$ cat src/ump_pkg.sv
// ----------------------------------------------------------------------------
// ump_pkg
// Shared types and constants of the UART message frame parser.
// ----------------------------------------------------------------------------
`default_nettype none

package ump_pkg;

   // header and kind characters
   localparam logic [7:0] CHAR_M      = 8'h4D;
   localparam logic [7:0] CHAR_A      = 8'h41;
   localparam logic [7:0] CHAR_R      = 8'h52;
   localparam logic [7:0] CHAR_Y      = 8'h59;
   localparam logic [7:0] CHAR_D      = 8'h44;
   localparam logic [7:0] CHAR_W      = 8'h57;
   localparam logic [7:0] CHAR_P      = 8'h50;
   localparam logic [7:0] CHAR_C      = 8'h43;
   localparam logic [7:0] CHAR_B      = 8'h42;
   localparam logic [7:0] CHAR_T      = 8'h54;

   // link-info payload codes
   localparam logic [7:0] LINK_ATTEMPT_CODE = 8'h00;
   localparam logic [7:0] LINK_UP_CODE      = 8'h01;
   localparam logic [7:0] LINK_ACK_CODE     = 8'h52;

   localparam logic [7:0] LINK_FAIL_RESET = 8'd100;

   // message kinds
   localparam logic [3:0] KIND_PANEL   = 4'd0;
   localparam logic [3:0] KIND_SETTEMP = 4'd1;
   localparam logic [3:0] KIND_CMD     = 4'd2;
   localparam logic [3:0] KIND_CLOCK   = 4'd3;
   localparam logic [3:0] KIND_TIMING  = 4'd4;
   localparam logic [3:0] KIND_REF     = 4'd5;
   localparam logic [3:0] KIND_COPY    = 4'd6;
   localparam logic [3:0] KIND_LINKED  = 4'd7;
   localparam logic [3:0] KIND_ATTEMPT = 4'd8;
   localparam logic [3:0] KIND_ACK     = 4'd9;

   // label held while collecting payload; link info shares code 7
   localparam logic [3:0] LABEL_LINKINFO = 4'd7;

   // link status codes
   localparam logic [1:0] LINK_UNKNOWN = 2'd0;
   localparam logic [1:0] LINK_UP      = 2'd1;
   localparam logic [1:0] LINK_FAILED  = 2'd2;

   typedef enum logic [5:0] {
      ST_IDLE   = 6'b000001,
      ST_HEADER = 6'b000010,
      ST_TYPE   = 6'b000100,
      ST_PAY1   = 6'b001000,
      ST_PAY2   = 6'b010000,
      ST_PAY3   = 6'b100000
   } parse_state_type;

   typedef struct packed {
      logic [3:0]  msg_kind;
      logic [7:0]  byte_first;
      logic [7:0]  byte_second;
      logic [7:0]  byte_third;
      logic [13:0] seconds_times_sixty;
      logic        decode_ready;
      logic [1:0]  link_status;
   } result_type;

endpackage

`default_nettype wire

$ cat src/ump_if.sv
// ----------------------------------------------------------------------------
// ump_if
// Valid/ready channels of the UART message frame parser.
// ----------------------------------------------------------------------------
`default_nettype none

interface ump_req_if;
   logic       valid;
   logic       ready;
   logic [7:0] rx_byte;

   modport source (output valid, output rx_byte, input ready);
   modport sink   (input valid, input rx_byte, output ready);
endinterface

interface ump_rsp_if;
   logic        valid;
   logic        ready;
   logic [3:0]  msg_kind;
   logic [7:0]  byte_first;
   logic [7:0]  byte_second;
   logic [7:0]  byte_third;
   logic [13:0] seconds_times_sixty;
   logic        decode_ready;
   logic [1:0]  link_status;

   modport source (output valid, output msg_kind, output byte_first, output byte_second,
                   output byte_third, output seconds_times_sixty, output decode_ready,
                   output link_status, input ready);
   modport sink   (input valid, input msg_kind, input byte_first, input byte_second,
                   input byte_third, input seconds_times_sixty, input decode_ready,
                   input link_status, output ready);
endinterface

`default_nettype wire

$ cat src/uart_message_frame_parser.sv
// ----------------------------------------------------------------------------
// uart_message_frame_parser
// Parses framed UART messages byte by byte and reports completed messages.
// ----------------------------------------------------------------------------
//  channel  | direction | carries
//  ---------+-----------+-------------------------------------------------
//  req_bus  | in        | rx_byte, one received byte per transfer
//  rsp_bus  | out       | one completed message with link status
//  csr_*    | in        | link_fail_threshold write, no read-back
//
//  one byte per cycle while rsp_bus is not stalled; a byte waits in the input
//  register, and a result is registered as the parser takes its last byte.
//  the input register advances into the parser whenever the result register
//  is empty or being drained, so a stalled rsp_bus holds off req_bus.
//  synchronous reset returns the parser to idle, clears link tracking and
//  loads the threshold with 100.
// ----------------------------------------------------------------------------
`default_nettype none

module uart_message_frame_parser (
   input  wire logic       clock,
   input  wire logic       reset,
   ump_req_if.sink         req_bus,
   ump_rsp_if.source       rsp_bus,
   input  wire logic       csr_write_enable,
   input  wire logic [7:0] csr_write_data
);
   import ump_pkg::*;

   logic       in_valid_ff, in_valid_in;
   logic [7:0] in_byte_ff, in_byte_in;
   logic [7:0] threshold_ff;
   logic       advance;
   logic       out_free;
   logic       emit;
   result_type result;
   result_type rsp_data;

   assign advance       = in_valid_ff && out_free;
   assign req_bus.ready = !in_valid_ff || out_free;

   always_comb begin
      in_valid_in = in_valid_ff;
      in_byte_in  = in_byte_ff;
      if (req_bus.valid && req_bus.ready) begin
         in_valid_in = 1'b1;
         in_byte_in  = req_bus.rx_byte;
      end else if (advance) begin
         in_valid_in = 1'b0;
      end
   end

   always_ff @(posedge clock) begin
      if (reset) begin
         in_valid_ff  <= 1'b0;
         threshold_ff <= LINK_FAIL_RESET;
      end else begin
         in_valid_ff <= in_valid_in;
         if (csr_write_enable) threshold_ff <= csr_write_data;
      end
      in_byte_ff <= in_byte_in;
   end

   ump_parser u_parser (
      .clock          (clock),
      .reset          (reset),
      .step           (advance),
      .rx_byte        (in_byte_ff),
      .fail_threshold (threshold_ff),
      .emit           (emit),
      .result         (result)
   );

   ump_rsp_reg u_rsp_reg (
      .clock     (clock),
      .reset     (reset),
      .load      (emit),
      .load_data (result),
      .out_ready (rsp_bus.ready),
      .out_valid (rsp_bus.valid),
      .out_data  (rsp_data),
      .free      (out_free)
   );

   assign rsp_bus.msg_kind            = rsp_data.msg_kind;
   assign rsp_bus.byte_first          = rsp_data.byte_first;
   assign rsp_bus.byte_second         = rsp_data.byte_second;
   assign rsp_bus.byte_third          = rsp_data.byte_third;
   assign rsp_bus.seconds_times_sixty = rsp_data.seconds_times_sixty;
   assign rsp_bus.decode_ready        = rsp_data.decode_ready;
   assign rsp_bus.link_status         = rsp_data.link_status;

endmodule

`default_nettype wire

$ cat src/ump_parser.sv
// ----------------------------------------------------------------------------
// ump_parser
// Frame state machine and link tracking; decodes one byte per step.
// ----------------------------------------------------------------------------
`default_nettype none

module ump_parser (
   input  wire logic               clock,
   input  wire logic               reset,
   input  wire logic               step,
   input  wire logic [7:0]         rx_byte,
   input  wire logic [7:0]         fail_threshold,
   output      logic               emit,
   output      ump_pkg::result_type result
);
   import ump_pkg::*;

   parse_state_type state_ff, state_in;
   logic [3:0]      label_ff, label_in;
   logic [7:0]      first_ff, first_in;
   logic [7:0]      second_ff, second_in;
   logic [7:0]      attempts_ff, attempts_in;
   logic [1:0]      link_ff, link_in;
   logic [7:0]      attempts_inc;
   logic [13:0]     times_sixty;

   assign attempts_inc = attempts_ff + 8'd1;
   // x*60 = x*64 - x*4
   assign times_sixty  = {rx_byte, 6'b0} - {4'b0, rx_byte, 2'b0};

   always_comb begin
      state_in    = state_ff;
      label_in    = label_ff;
      first_in    = first_ff;
      second_in   = second_ff;
      attempts_in = attempts_ff;
      link_in     = link_ff;
      emit        = 1'b0;
      result      = '0;
      if (step) begin
         unique case (state_ff)
            ST_IDLE: begin
               if (rx_byte == CHAR_M) state_in = ST_HEADER;
            end
            ST_HEADER: begin
               priority if (rx_byte == CHAR_A) begin
                  state_in = ST_TYPE;
               end else if (rx_byte == CHAR_R) begin
                  label_in = KIND_REF;
                  state_in = ST_PAY1;
               end else if (rx_byte == CHAR_Y) begin
                  label_in = KIND_COPY;
                  state_in = ST_PAY1;
               end else begin
                  state_in = ST_IDLE;
               end
            end
            ST_TYPE: begin
               state_in = ST_PAY1;
               unique case (rx_byte)
                  CHAR_D:  label_in = KIND_PANEL;
                  CHAR_W:  label_in = LABEL_LINKINFO;
                  CHAR_P:  label_in = KIND_SETTEMP;
                  CHAR_C:  label_in = KIND_CMD;
                  CHAR_B:  label_in = KIND_CLOCK;
                  CHAR_T:  label_in = KIND_TIMING;
                  default: state_in = ST_IDLE;
               endcase
            end
            ST_PAY1: begin
               result.byte_first = rx_byte;
               unique case (label_ff)
                  KIND_PANEL, KIND_CLOCK, KIND_REF: begin
                     first_in = rx_byte;
                     state_in = ST_PAY2;
                  end
                  KIND_SETTEMP, KIND_TIMING, KIND_COPY: begin
                     emit                = 1'b1;
                     result.msg_kind     = label_ff;
                     result.decode_ready = (label_ff != KIND_COPY);
                  end
                  KIND_CMD: begin
                     attempts_in         = '0;
                     emit                = 1'b1;
                     result.msg_kind     = KIND_CMD;
                     result.decode_ready = 1'b1;
                  end
                  LABEL_LINKINFO: begin
                     // unknown link-info byte keeps waiting here
                     priority if (rx_byte == LINK_UP_CODE) begin
                        attempts_in         = '0;
                        link_in             = LINK_UP;
                        emit                = 1'b1;
                        result.msg_kind     = KIND_LINKED;
                        result.decode_ready = 1'b1;
                     end else if (rx_byte == LINK_ATTEMPT_CODE) begin
                        attempts_in = attempts_inc;
                        if (attempts_inc > fail_threshold) link_in = LINK_FAILED;
                        emit            = 1'b1;
                        result.msg_kind = KIND_ATTEMPT;
                     end else if (rx_byte == LINK_ACK_CODE) begin
                        emit            = 1'b1;
                        result.msg_kind = KIND_ACK;
                     end
                  end
                  default: state_in = ST_IDLE;
               endcase
            end
            ST_PAY2: begin
               priority if (label_ff == KIND_PANEL) begin
                  emit                = 1'b1;
                  result.msg_kind     = KIND_PANEL;
                  result.byte_first   = first_ff;
                  result.byte_second  = rx_byte;
                  result.decode_ready = 1'b1;
               end else if (label_ff == KIND_CLOCK || label_ff == KIND_REF) begin
                  second_in = rx_byte;
                  state_in  = ST_PAY3;
               end else begin
                  state_in = ST_IDLE;
               end
            end
            ST_PAY3: begin
               if (label_ff == KIND_CLOCK || label_ff == KIND_REF) begin
                  emit                = 1'b1;
                  result.msg_kind     = label_ff;
                  result.byte_first   = first_ff;
                  result.byte_second  = second_ff;
                  result.byte_third   = rx_byte;
                  result.decode_ready = (label_ff == KIND_CLOCK);
                  if (label_ff == KIND_CLOCK) result.seconds_times_sixty = times_sixty;
               end else begin
                  state_in = ST_IDLE;
               end
            end
            default: state_in = ST_IDLE;
         endcase
         if (emit) state_in = ST_IDLE;
      end
      result.link_status = link_in;
   end

   always_ff @(posedge clock) begin
      if (reset) begin
         state_ff    <= ST_IDLE;
         label_ff    <= '0;
         first_ff    <= '0;
         second_ff   <= '0;
         attempts_ff <= '0;
         link_ff     <= LINK_UNKNOWN;
      end else begin
         state_ff    <= state_in;
         label_ff    <= label_in;
         first_ff    <= first_in;
         second_ff   <= second_in;
         attempts_ff <= attempts_in;
         link_ff     <= link_in;
      end
   end

endmodule

`default_nettype wire

$ cat src/ump_rsp_reg.sv
// ----------------------------------------------------------------------------
// ump_rsp_reg
// Result register that holds a finished message until it is taken.
// ----------------------------------------------------------------------------
`default_nettype none

module ump_rsp_reg (
   input  wire logic                clock,
   input  wire logic                reset,
   input  wire logic                load,
   input  wire ump_pkg::result_type load_data,
   input  wire logic                out_ready,
   output      logic                out_valid,
   output      ump_pkg::result_type out_data,
   output      logic                free
);
   import ump_pkg::*;

   logic       valid_ff, valid_in;
   result_type data_ff, data_in;

   assign free = !valid_ff || out_ready;

   always_comb begin
      valid_in = valid_ff;
      data_in  = data_ff;
      if (load) begin
         valid_in = 1'b1;
         data_in  = load_data;
      end else if (out_ready) begin
         valid_in = 1'b0;
      end
   end

   always_ff @(posedge clock) begin
      if (reset) begin
         valid_ff <= 1'b0;
      end else begin
         valid_ff <= valid_in;
      end
      data_ff <= data_in;
   end

   assign out_valid = valid_ff;
   assign out_data  = data_ff;

endmodule

`default_nettype wire

$ cat src/flat_wrapper.sv
// flat-port wrapper written by rule: the top's interface ports become plain ports
module uart_message_frame_parser_flat import ump_pkg::*;
  (clock, reset, csr_write_enable, csr_write_data, req_bus_valid, req_bus_rx_byte, req_bus_ready, rsp_bus_valid, rsp_bus_msg_kind, rsp_bus_byte_first, rsp_bus_byte_second, rsp_bus_byte_third, rsp_bus_seconds_times_sixty, rsp_bus_decode_ready, rsp_bus_link_status, rsp_bus_ready);
  ump_req_if req_bus_i ();
  ump_rsp_if rsp_bus_i ();
  input  wire logic clock;
  input  wire logic reset;
  input  wire logic csr_write_enable;
  input  wire logic [7:0] csr_write_data;
  input wire logic [$bits(req_bus_i.valid)-1:0] req_bus_valid;
  input wire logic [$bits(req_bus_i.rx_byte)-1:0] req_bus_rx_byte;
  output wire logic [$bits(req_bus_i.ready)-1:0] req_bus_ready;
  output wire logic [$bits(rsp_bus_i.valid)-1:0] rsp_bus_valid;
  output wire logic [$bits(rsp_bus_i.msg_kind)-1:0] rsp_bus_msg_kind;
  output wire logic [$bits(rsp_bus_i.byte_first)-1:0] rsp_bus_byte_first;
  output wire logic [$bits(rsp_bus_i.byte_second)-1:0] rsp_bus_byte_second;
  output wire logic [$bits(rsp_bus_i.byte_third)-1:0] rsp_bus_byte_third;
  output wire logic [$bits(rsp_bus_i.seconds_times_sixty)-1:0] rsp_bus_seconds_times_sixty;
  output wire logic [$bits(rsp_bus_i.decode_ready)-1:0] rsp_bus_decode_ready;
  output wire logic [$bits(rsp_bus_i.link_status)-1:0] rsp_bus_link_status;
  input wire logic [$bits(rsp_bus_i.ready)-1:0] rsp_bus_ready;
  assign req_bus_i.valid = req_bus_valid;
  assign req_bus_i.rx_byte = req_bus_rx_byte;
  assign req_bus_ready = req_bus_i.ready;
  assign rsp_bus_valid = rsp_bus_i.valid;
  assign rsp_bus_msg_kind = rsp_bus_i.msg_kind;
  assign rsp_bus_byte_first = rsp_bus_i.byte_first;
  assign rsp_bus_byte_second = rsp_bus_i.byte_second;
  assign rsp_bus_byte_third = rsp_bus_i.byte_third;
  assign rsp_bus_seconds_times_sixty = rsp_bus_i.seconds_times_sixty;
  assign rsp_bus_decode_ready = rsp_bus_i.decode_ready;
  assign rsp_bus_link_status = rsp_bus_i.link_status;
  assign rsp_bus_i.ready = rsp_bus_ready;
  uart_message_frame_parser u_core (.clock(clock), .reset(reset), .req_bus(req_bus_i), .rsp_bus(rsp_bus_i), .csr_write_enable(csr_write_enable), .csr_write_data(csr_write_data));
endmodule
$ cat config.mk
export PLATFORM = sky130hd
export DESIGN_NAME = uart_message_frame_parser_flat
export DESIGN_NICKNAME = d
export VERILOG_FILES = /design/src/ump_pkg.sv /design/src/ump_if.sv /design/src/uart_message_frame_parser.sv /design/src/ump_parser.sv /design/src/ump_rsp_reg.sv /design/src/flat_wrapper.sv
export SDC_FILE = /design/constraint.sdc
export NUM_CORES = 1
export LEC_CHECK = 0
export ABC_AREA = 1
export BUFFER_PORTS_ARGS = -buffer_cell sky130_fd_sc_hd__buf_2
export CAP_MARGIN = 20
export CORE_ASPECT_RATIO = 1.1
export CORE_MARGIN = 5
export CORE_UTILIZATION = 50
export CTS_CLUSTER_DIAMETER = 80
export DETAILED_ROUTE_END_ITERATION = 16
export GPL_TIMING_DRIVEN = 0
export MAX_ROUTING_LAYER = met4
export PLACE_DENSITY = 0.74
export SLEW_MARGIN = 10
export SYNTH_ARGS = -nofsm -noshare
export SYNTH_HDL_FRONTEND = slang
export SYNTH_SLANG_ARGS = --single-unit
export TNS_END_PERCENT = 5
$ cat constraint.sdc
create_clock -name clock -period 2.6 [get_ports clock]
set_clock_uncertainty 0.15 [all_clocks]
set_input_delay 0.26 -clock clock [delete_from_list [all_inputs] [get_ports clock]]
set_output_delay 0.26 -clock clock [all_outputs]
set_load 0.03 [all_outputs]
==> Word-level counts from Yosys, hierarchy flattened <==
Cells that the tools add are included.
{ "totals": {"regBits": 99, "latchBits": 0, "mem_bits_rw": 0, "rom_bits": 0, "inputBits": 21, "out_inout_bits": 47, "memories": 0} }
{ "op_classes": {"add_sub_neg": 2, "multipliers": 0, "div": 0, "order_cmp": 1, "n_eq_ne": 33, "n_shift": 0, "n_mux": 50, "bitwise": 1, "n_reduce_logical": 25} }
{ "ops": {"columns": ["operator", "count"], "rows": [
  ["$eq 8x7->1 const B", 10],
  ["$mux 43", 1],
  ["$mux 4", 10],
  ["$pmux 12 s3", 1],
  ["$pmux 6 s6", 1],
  ["$pmux 8 s2", 2],
  ["$mux 6", 5],
  ["$pmux 4 s6", 1],
  ["$ne 3x3->1 const B", 6],
  ["$eq 4x3->1 const B", 4],
  ["$mux 16", 1],
  ["$mux 8", 2],
  ["$mux 14", 1],
  ["$sub 14x10->14", 1],
  ["$mux 1", 12],
  ["$mux 2", 6],
  ["$pmux 4 s3", 1],
  ["$pmux 6 s2", 1],
  ["$reduce_and 4->1", 3],
  ["$reduce_and 5->1", 2],
  ["$pmux 1 s3", 3],
  ["$add 8x1->8 const B", 1],
  ["$eq 4x2->1 const B", 2],
  ["$eq 8x1->1 const B", 1],
  ["25 further kinds", 34]
]} }

==> Longest topological paths before layout <==
{ "logic_depth": {"ltp_word": 9, "depth_mapped": 14, "mapped_depth_nobuf": 14} }

==> Cells and area by module <==
A second synthesis with hierarchy kept.
{ "unflattened": {"hier_cells": 588, "hier_area_um2": 5044.8} }
{ "modules_own_cells": {"columns": ["mod", "n_inst", "cells_each", "area_each_um2", "seq_area_each_um2"], "rows": [
  ["ump_parser", 1, 487, 3062.9, 700.7],
  ["ump_rsp_reg", 1, 50, 1393.8, 1371.3],
  ["uart_message_frame_parser", 1, 51, 588.1, 420.4]
]} }

==> Worst setup path before layout <==
No wires, ideal clock.
{ "synth_path": {"kind": "reg-to-reg", "from": "reg u_core.in_byte_ff[0]", "to": "reg u_core.u_rsp_reg.data_ff (netlist bit u_core.u_rsp_reg.out_data[0]), enable pin", "setup_time_ns": 0.397, "arrival_time_ns": 2.359, "path_slack_ns": -0.307, "path_stages_with_launch": 11, "period_less_slack_ns": 2.907, "cell_sequence": "edfxtp_1 inv_1 ha_1 inv_1 nor2_1 nand3_2 nand2_2 nor2_4 o21ai_0 nand2_1 inv_1"} }
{ "synth_between": {"elab_chain_len": 8, "word_cells_on_any_way": 10} }
{ "synth_lines": {"columns": ["element", "line_no", "source"], "rows": [
  ["start: declaration", "uart_message_frame_parser.sv:31", "logic [7:0] in_byte_ff, in_byte_in;"],
  ["start signal: assignment", "uart_message_frame_parser.sv:61", "in_byte_ff <= in_byte_in;"],
  ["$eq 8x7->1", "ump_parser.sv:101", "end else if (rx_byte == LINK_ACK_CODE) begin"],
  ["$mux 1", "ump_parser.sv:101", null],
  ["$mux 1", "ump_parser.sv:96", "end else if (rx_byte == LINK_ATTEMPT_CODE) begin"],
  ["$mux 1 (*)", "ump_parser.sv:90", "priority if (rx_byte == LINK_UP_CODE) begin"],
  ["$pmux 1 s2 (*)", "ump_parser.sv:72", "unique case (label_ff)"],
  ["$pmux 1 s3 (*)", "ump_parser.sv:41", "unique case (state_ff)"],
  ["$mux 1 (*) (2 in series)", "ump_parser.sv:40", "if (step) begin"],
  ["named net u_core.emit", "uart_message_frame_parser.sv:35", "logic emit;"],
  ["end signal: assignment", "ump_rsp_reg.sv:41", "data_ff <= data_in;"],
  ["end: declaration", "ump_rsp_reg.sv:20", "result_type data_ff, data_in;"]
]} }
The timed path passes the listed nets; every way through them passes the cells marked *. The select of a mux whose other input is x is not followed.
A chain may end at the register's enable or synchronous reset.

==> Final worst setup path <==
{ "layout_path": {"from": "reg u_core.in_byte_ff[3]", "to": "reg u_core.u_rsp_reg.data_ff (netlist bit u_core.u_rsp_reg.out_data[0]), enable pin"} }
{ "layout_between": {"elab_chain_len": 8, "word_cells_on_any_way": 10} }
{ "layout_lines": {"columns": ["element", "line_no"], "rows": [
  ["$eq 8x7->1", "ump_parser.sv:101"],
  ["$mux 1", "ump_parser.sv:101"],
  ["$mux 1", "ump_parser.sv:96"],
  ["$mux 1 (*)", "ump_parser.sv:90"],
  ["$pmux 1 s2 (*)", "ump_parser.sv:72"],
  ["$pmux 1 s3 (*)", "ump_parser.sv:41"],
  ["$mux 1 (*) (2 in series)", "ump_parser.sv:40"]
]} }
Mark *: on every way between the ends. The rest lies on a longest branch, timed or not. The select of a mux whose other input is x is not followed.

==> flow_summary.html <==
<table>
<tr><th>Metric</th><th>Value</th></tr>
<tr><th colspan="2">Final layout</th></tr>
<tr><td>Layout overhead on the synthesized area</td><td>18.8%</td></tr>
<tr><td>Sequential cell area</td><td>~2400 sq um</td></tr>
<tr><td>Core utilization of the finished layout</td><td>0.600</td></tr>
<tr><td>Nets</td><td>roughly 730</td></tr>
<tr><td>Combined area of the multi-input logic cells</td><td>around 2100 sq um</td></tr>
<tr><td>Post-Layout Inst Area</td><td>5840 sq um</td></tr>
<tr><td>Number of cells in the finished layout apart from fillers</td><td>about 820</td></tr>
<tr><td># fillers</td><td>840</td></tr>
<tr><td>Fraction of layout cells with a size suffix above 1</td><td>0.220</td></tr>
<tr><td>N_diodes</td><td>0</td></tr>
<tr><th colspan="2">Worst setup path</th></tr>
<tr><td>Maximum fanout count along the critical path</td><td>8</td></tr>
<tr><td>Startpoint-to-endpoint class of the critical path</td><td>reg2reg</td></tr>
<tr><td>Worst R2R End</td><td>u_core.u_rsp_reg.out_data[0]</td></tr>
<tr><td>Start of the worst register-to-register path</td><td>u_core.in_byte_ff[3]</td></tr>
<tr><td>Endpoint of the worst setup timing path</td><td>u_core.u_rsp_reg.out_data[0]</td></tr>
<tr><td>CP Data Arrival Time</td><td>~2400 ps</td></tr>
<tr><td>Internal reg-to-reg setup slack</td><td>about 130 ps</td></tr>
<tr><td>Nature of the critical path endpoint</td><td>register</td></tr>
<tr><td>Crit start category</td><td>register</td></tr>
<tr><td>Required time at the worst-slack endpoint</td><td>2550 ps</td></tr>
<tr><td>First element of the critical path</td><td>u_core.in_byte_ff[3]</td></tr>
<tr><td>Depth of the worst register-to-register path</td><td>10</td></tr>
<tr><th colspan="2">Floorplanning</th></tr>
<tr><td>Ports placed on the boundary</td><td>68</td></tr>
<tr><td># rows</td><td>38</td></tr>
<tr><td>Placeable core region</td><td>9750 sq um</td></tr>
<tr><td>Area enclosed by the die boundary</td><td>11900 sq um</td></tr>
<tr><td>Starting density of the core</td><td>0.505</td></tr>
<tr><td>Width of the die</td><td>approximately 100 microns</td></tr>
<tr><td>Floorplan die height</td><td>114 microns</td></tr>
<tr><th colspan="2">Logic synthesis</th></tr>
<tr><td>Biggest area contributors in the synthesized netlist</td><td>sky130_fd_sc_hd__edfxtp_1 31%, sky130_fd_sc_hd__dfxtp_1 18%, sky130_fd_sc_hd__nand2_1 8.1%, sky130_fd_sc_hd__a21oi_1 6.8%, sky130_fd_sc_hd__nor2_1 5.3%</td></tr>
<tr><td>Synthesized area per cell</td><td>roughly 8.4 sq um</td></tr>
<tr><td>Cell type contributing the most total cell area after synthesis</td><td>sky130_fd_sc_hd__edfxtp_1</td></tr>
<tr><td>Number of cells produced by synthesis</td><td>approximately 590</td></tr>
<tr><td>Yosys Warn Count</td><td>0</td></tr>
<tr><td>Number of enable flip-flop cells after synthesis</td><td>51</td></tr>
<tr><td>Distinct cells, synth</td><td>39</td></tr>
<tr><td>Most common cell in the netlist</td><td>sky130_fd_sc_hd__nand2_1</td></tr>
<tr><td>Most used standard cells in the synthesized netlist</td><td>106 x sky130_fd_sc_hd__nand2_1, 69 x sky130_fd_sc_hd__nor2_1, 67 x sky130_fd_sc_hd__a21oi_1</td></tr>
<tr><td>Cell area after synthesis</td><td>approximately 4900 sq um</td></tr>
<tr><td>Portion of synthesized cell area occupied by the leading cell type</td><td>0.311</td></tr>
<tr><td>Share of the yosys chip area belonging to registers</td><td>0.495</td></tr>
<tr><td>Proportion of register bits with asynchronous set or reset after synthesis</td><td>0</td></tr>
<tr><td>Top_reg_cell synth</td><td>sky130_fd_sc_hd__edfxtp_1</td></tr>
<tr><td>Yosys reg bits</td><td>96</td></tr>
<tr><th colspan="2">GRT</th></tr>
<tr><td>Overall routing resource usage</td><td>0.215</td></tr>
<tr><td>Vias in the first global route</td><td>roughly 4.3k</td></tr>
<tr><td>Wire length of the first global-routing pass</td><td>20200 microns</td></tr>
<tr><td>Largest net degree at the start of global routing</td><td>19</td></tr>
<tr><td>Grt ovf</td><td>0</td></tr>
<tr><td>Number of antenna violations at the first check in global routing</td><td>0</td></tr>
<tr><th colspan="2">Placement</th></tr>
<tr><td>Count of buffers inserted at the top-level ports</td><td>65</td></tr>
<tr><td>Post-detail-place hpwl</td><td>between 8000 and 9000 microns</td></tr>
<tr><td>Global placement routability congestion</td><td>0.908</td></tr>
<tr><td>Total instance count after detailed placement</td><td>a little under 800</td></tr>
<tr><td>Total placed instance area</td><td>roughly 5400 sq um</td></tr>
<tr><th colspan="2">STA</th></tr>
<tr><td>Portion of the clock cycle consumed by the worst path in the final layout</td><td>0.949</td></tr>
<tr><td>Pins Over Slew Limit</td><td>0</td></tr>
<tr><td>Max Fclk</td><td>slightly above 400 MHz</td></tr>
<tr><td>Number of setup violations in the final report</td><td>0</td></tr>
<tr><td>Tightest hold margin</td><td>between 10 and 15 ps</td></tr>
<tr><td>Number of hold-slack violations in the final timing report</td><td>0</td></tr>
<tr><td>Setup TNS</td><td>0 ps</td></tr>
<tr><td>Time the final worst path needs with I/O delays and setup</td><td>2470 ps</td></tr>
<tr><td>Setup repair after global routing missed its margin</td><td>no</td></tr>
<tr><th colspan="2">Clock network</th></tr>
<tr><td>Number of buffers added by the clock tree synthesis step</td><td>9</td></tr>
<tr><td>H-tree depth</td><td>3</td></tr>
<tr><td>Root Buffer Master</td><td>sky130_fd_sc_hd__clkbuf_8</td></tr>
<tr><td>CTS tree</td><td>done</td></tr>
<tr><td>Number of clock sinks</td><td>96</td></tr>
<tr><td>Post-CTS clock slew at the launch and capture registers of the worst setup and hold paths</td><td>about 90 ps</td></tr>
<tr><td>Clock latency on the worst-skew pair</td><td>~380 ps</td></tr>
<tr><td>Maximum root-to-sink buffer count</td><td>2</td></tr>
<tr><th colspan="2">Route</th></tr>
<tr><td>Sum of routed wire segments on met1</td><td>5090 microns</td></tr>
<tr><td>Detail Route met2 WL</td><td>roughly 5900 microns</td></tr>
<tr><td>Detailed Route WL</td><td>approximately 12000 microns</td></tr>
<tr><td>Top sig layer</td><td>met4</td></tr>
<tr><td>Number of detailed-routing iterations run before antenna repair</td><td>5</td></tr>
<tr><td>Vias</td><td>between 4k and 5k</td></tr>
<tr><td>First-iteration detailed-routing DRC count</td><td>between 200 and 300</td></tr>
<tr><td>Drc violations</td><td>0</td></tr>
<tr><td>Metal3 WL</td><td>about 860 microns</td></tr>
<tr><td>Detailed-route vias per instance</td><td>between 5 and 6</td></tr>
<tr><td>Number of antenna-violating nets in the routed design</td><td>0</td></tr>
<tr><td>Final routed wire length divided by cell count</td><td>approximately 15 microns</td></tr>
<tr><th colspan="2">Worst hold path</th></tr>
<tr><td>Path class of the lowest-slack min-delay path</td><td>in2reg</td></tr>
<tr><th colspan="2">Status</th></tr>
<tr><td>Result of the run</td><td>finished clean</td></tr>
<tr><th colspan="2">Power</th></tr>
<tr><td>Leakage component of the power</td><td>approximately 2.3 nW</td></tr>
<tr><td>Maximum vdd ir drop</td><td>roughly 300 uV</td></tr>
<tr><td>Cell Pwr Density</td><td>527 nW/um^2</td></tr>
<tr><th colspan="2">Flow run</th></tr>
<tr><td>Count of maximum capacitance violations</td><td>0</td></tr>
</table>
-- layer usage --
layer  global-route usage  vias to the layer above
li1                     -                     2157
met1                0.260                     2064
met2                0.359                      161
met3               0.0447                       26
met4               0.0743                        0
met5                    -                        -
-- metrics by stage --
stage / setup slack [ps] / total power [mW]
2_1_floorplan: 65.2 / 2.02
3_3_place_gp: -634 / 2.13
3_5_place_dp: -718 / 2.14
4_1_cts: 7.61 / 3.09
5_1_grt: 38.7 / 3.22
6_report: 132 / 3.08
-- logic make-up after synthesis --
kind of cell | count (synthesis) | share of synthesized area
XOR/XNOR | 8 | 0.0142
AND/OR/NAND/NOR | 251 | 0.233
adder cells (fa/ha/maj) | 17 | 0.0432
other | 1 | 0.000762
buffers and inverters | 93 | 0.0819
AO/OA/AOI/OAI | 123 | 0.133
flip-flops | 96 | 0.495
-- worst min-delay path by stage --
stage          cells past startpoint                         start  slack, ps                      endpoint
2_1_floorplan                      1                         reset        180            u_core.in_valid_ff
3_3_place_gp                       2  u_core.u_parser.second_ff[3]        280  u_core.u_parser.second_ff[3]
3_5_place_dp                       1            req_bus_rx_byte[5]        290          u_core.in_byte_ff[5]
4_1_cts                            3                 req_bus_valid          3            u_core.in_valid_ff
5_1_grt                            3                 req_bus_valid          7            u_core.in_valid_ff
6_report                           3                 req_bus_valid         10            u_core.in_valid_ff
-- power breakdown --
group	switching (mW)	leakage (nW)	internal [mW]
registers	0.0461	0.756	1.63
logic	0.309	1.48	0.168
clock network	0.568	0.0892	0.362
-- placed cells by master, fill, tap and decap left out, types with 2 or more instances in the layout --
cell type,count
sky130_fd_sc_hd__edfxtp_1,51
sky130_fd_sc_hd__clkinv_1,2
sky130_fd_sc_hd__nor2_1,68
sky130_fd_sc_hd__o21ai_0,40
sky130_fd_sc_hd__a21oi_1,67
sky130_fd_sc_hd__ha_1,17
sky130_fd_sc_hd__inv_2,11
sky130_fd_sc_hd__nand4_1,4
sky130_fd_sc_hd__buf_2,69
sky130_fd_sc_hd__inv_1,62
sky130_fd_sc_hd__nand3b_1,2
sky130_fd_sc_hd__nand2_1,105
sky130_fd_sc_hd__buf_6,4
sky130_fd_sc_hd__nand3_2,4
sky130_fd_sc_hd__nand2_2,4
sky130_fd_sc_hd__dlygate4sd3_1,13
sky130_fd_sc_hd__xor2_1,6
sky130_fd_sc_hd__inv_6,2
sky130_fd_sc_hd__nor2_2,11
sky130_fd_sc_hd__nor2_4,6
sky130_fd_sc_hd__dfxtp_1,43
sky130_fd_sc_hd__o21a_1,2
sky130_fd_sc_hd__nor3_1,4
sky130_fd_sc_hd__clkinvlp_4,5
sky130_fd_sc_hd__conb_1,2
sky130_fd_sc_hd__a22oi_1,4
sky130_fd_sc_hd__clkbuf_1,4
sky130_fd_sc_hd__nand3_1,38
sky130_fd_sc_hd__clkbuf_8,9
sky130_fd_sc_hd__o21ai_1,2
sky130_fd_sc_hd__buf_4,13
sky130_fd_sc_hd__dfxtp_2,2
-- what timing repair did --
item                                    in CTS  in global routing
hold buffers                                13                  0
pin swaps                                    0                  1
endpoints found under the hold margin       13                  0
resized for setup                            7                  9
cloned                                       3                  0
buffers inserted                             9                  0
endpoints found under the setup margin      43                 48
-- area by class of cell --
class,count,share of cell area
plain buffers,16,0.0195
clock buffers,10,0.0218
clock inverters,6,0.00856
inverters,77,0.0505
multi-input cells,401,0.362
flip-flops and latches,96,0.417
well taps,120,0.0257
repair buffers,87,0.0916
repair inverters,3,0.00385
-- registers in the layout (all words and copies together), names as in the netlist --
name	count
u_core.u_parser.label_ff	3
u_core.u_parser.second_ff	8
u_core.u_parser.link_ff	2
u_core.u_parser.state_ff	6
u_core.in_valid_ff	1
u_core.threshold_ff	8
u_core.u_parser.attempts_ff	8
u_core.u_rsp_reg.out_valid	1
u_core.u_rsp_reg.out_data	43
u_core.in_byte_ff	8
u_core.u_parser.first_ff	8
-- worst max-delay path, stage by stage, from the launching register on --
cell and delay [ps]:
sky130_fd_sc_hd__edfxtp_1 590, sky130_fd_sc_hd__inv_2 250, sky130_fd_sc_hd__nand2_2 90, sky130_fd_sc_hd__nor2_2 200, sky130_fd_sc_hd__nand3_4 140, sky130_fd_sc_hd__nand2_2 120
sky130_fd_sc_hd__nor2_4 50, sky130_fd_sc_hd__o21ai_2 150, sky130_fd_sc_hd__nand2_4 140, sky130_fd_sc_hd__clkinvlp_4 120, sky130_fd_sc_hd__buf_4 170
No activity file was read; power rests on OpenSTA's default activity.
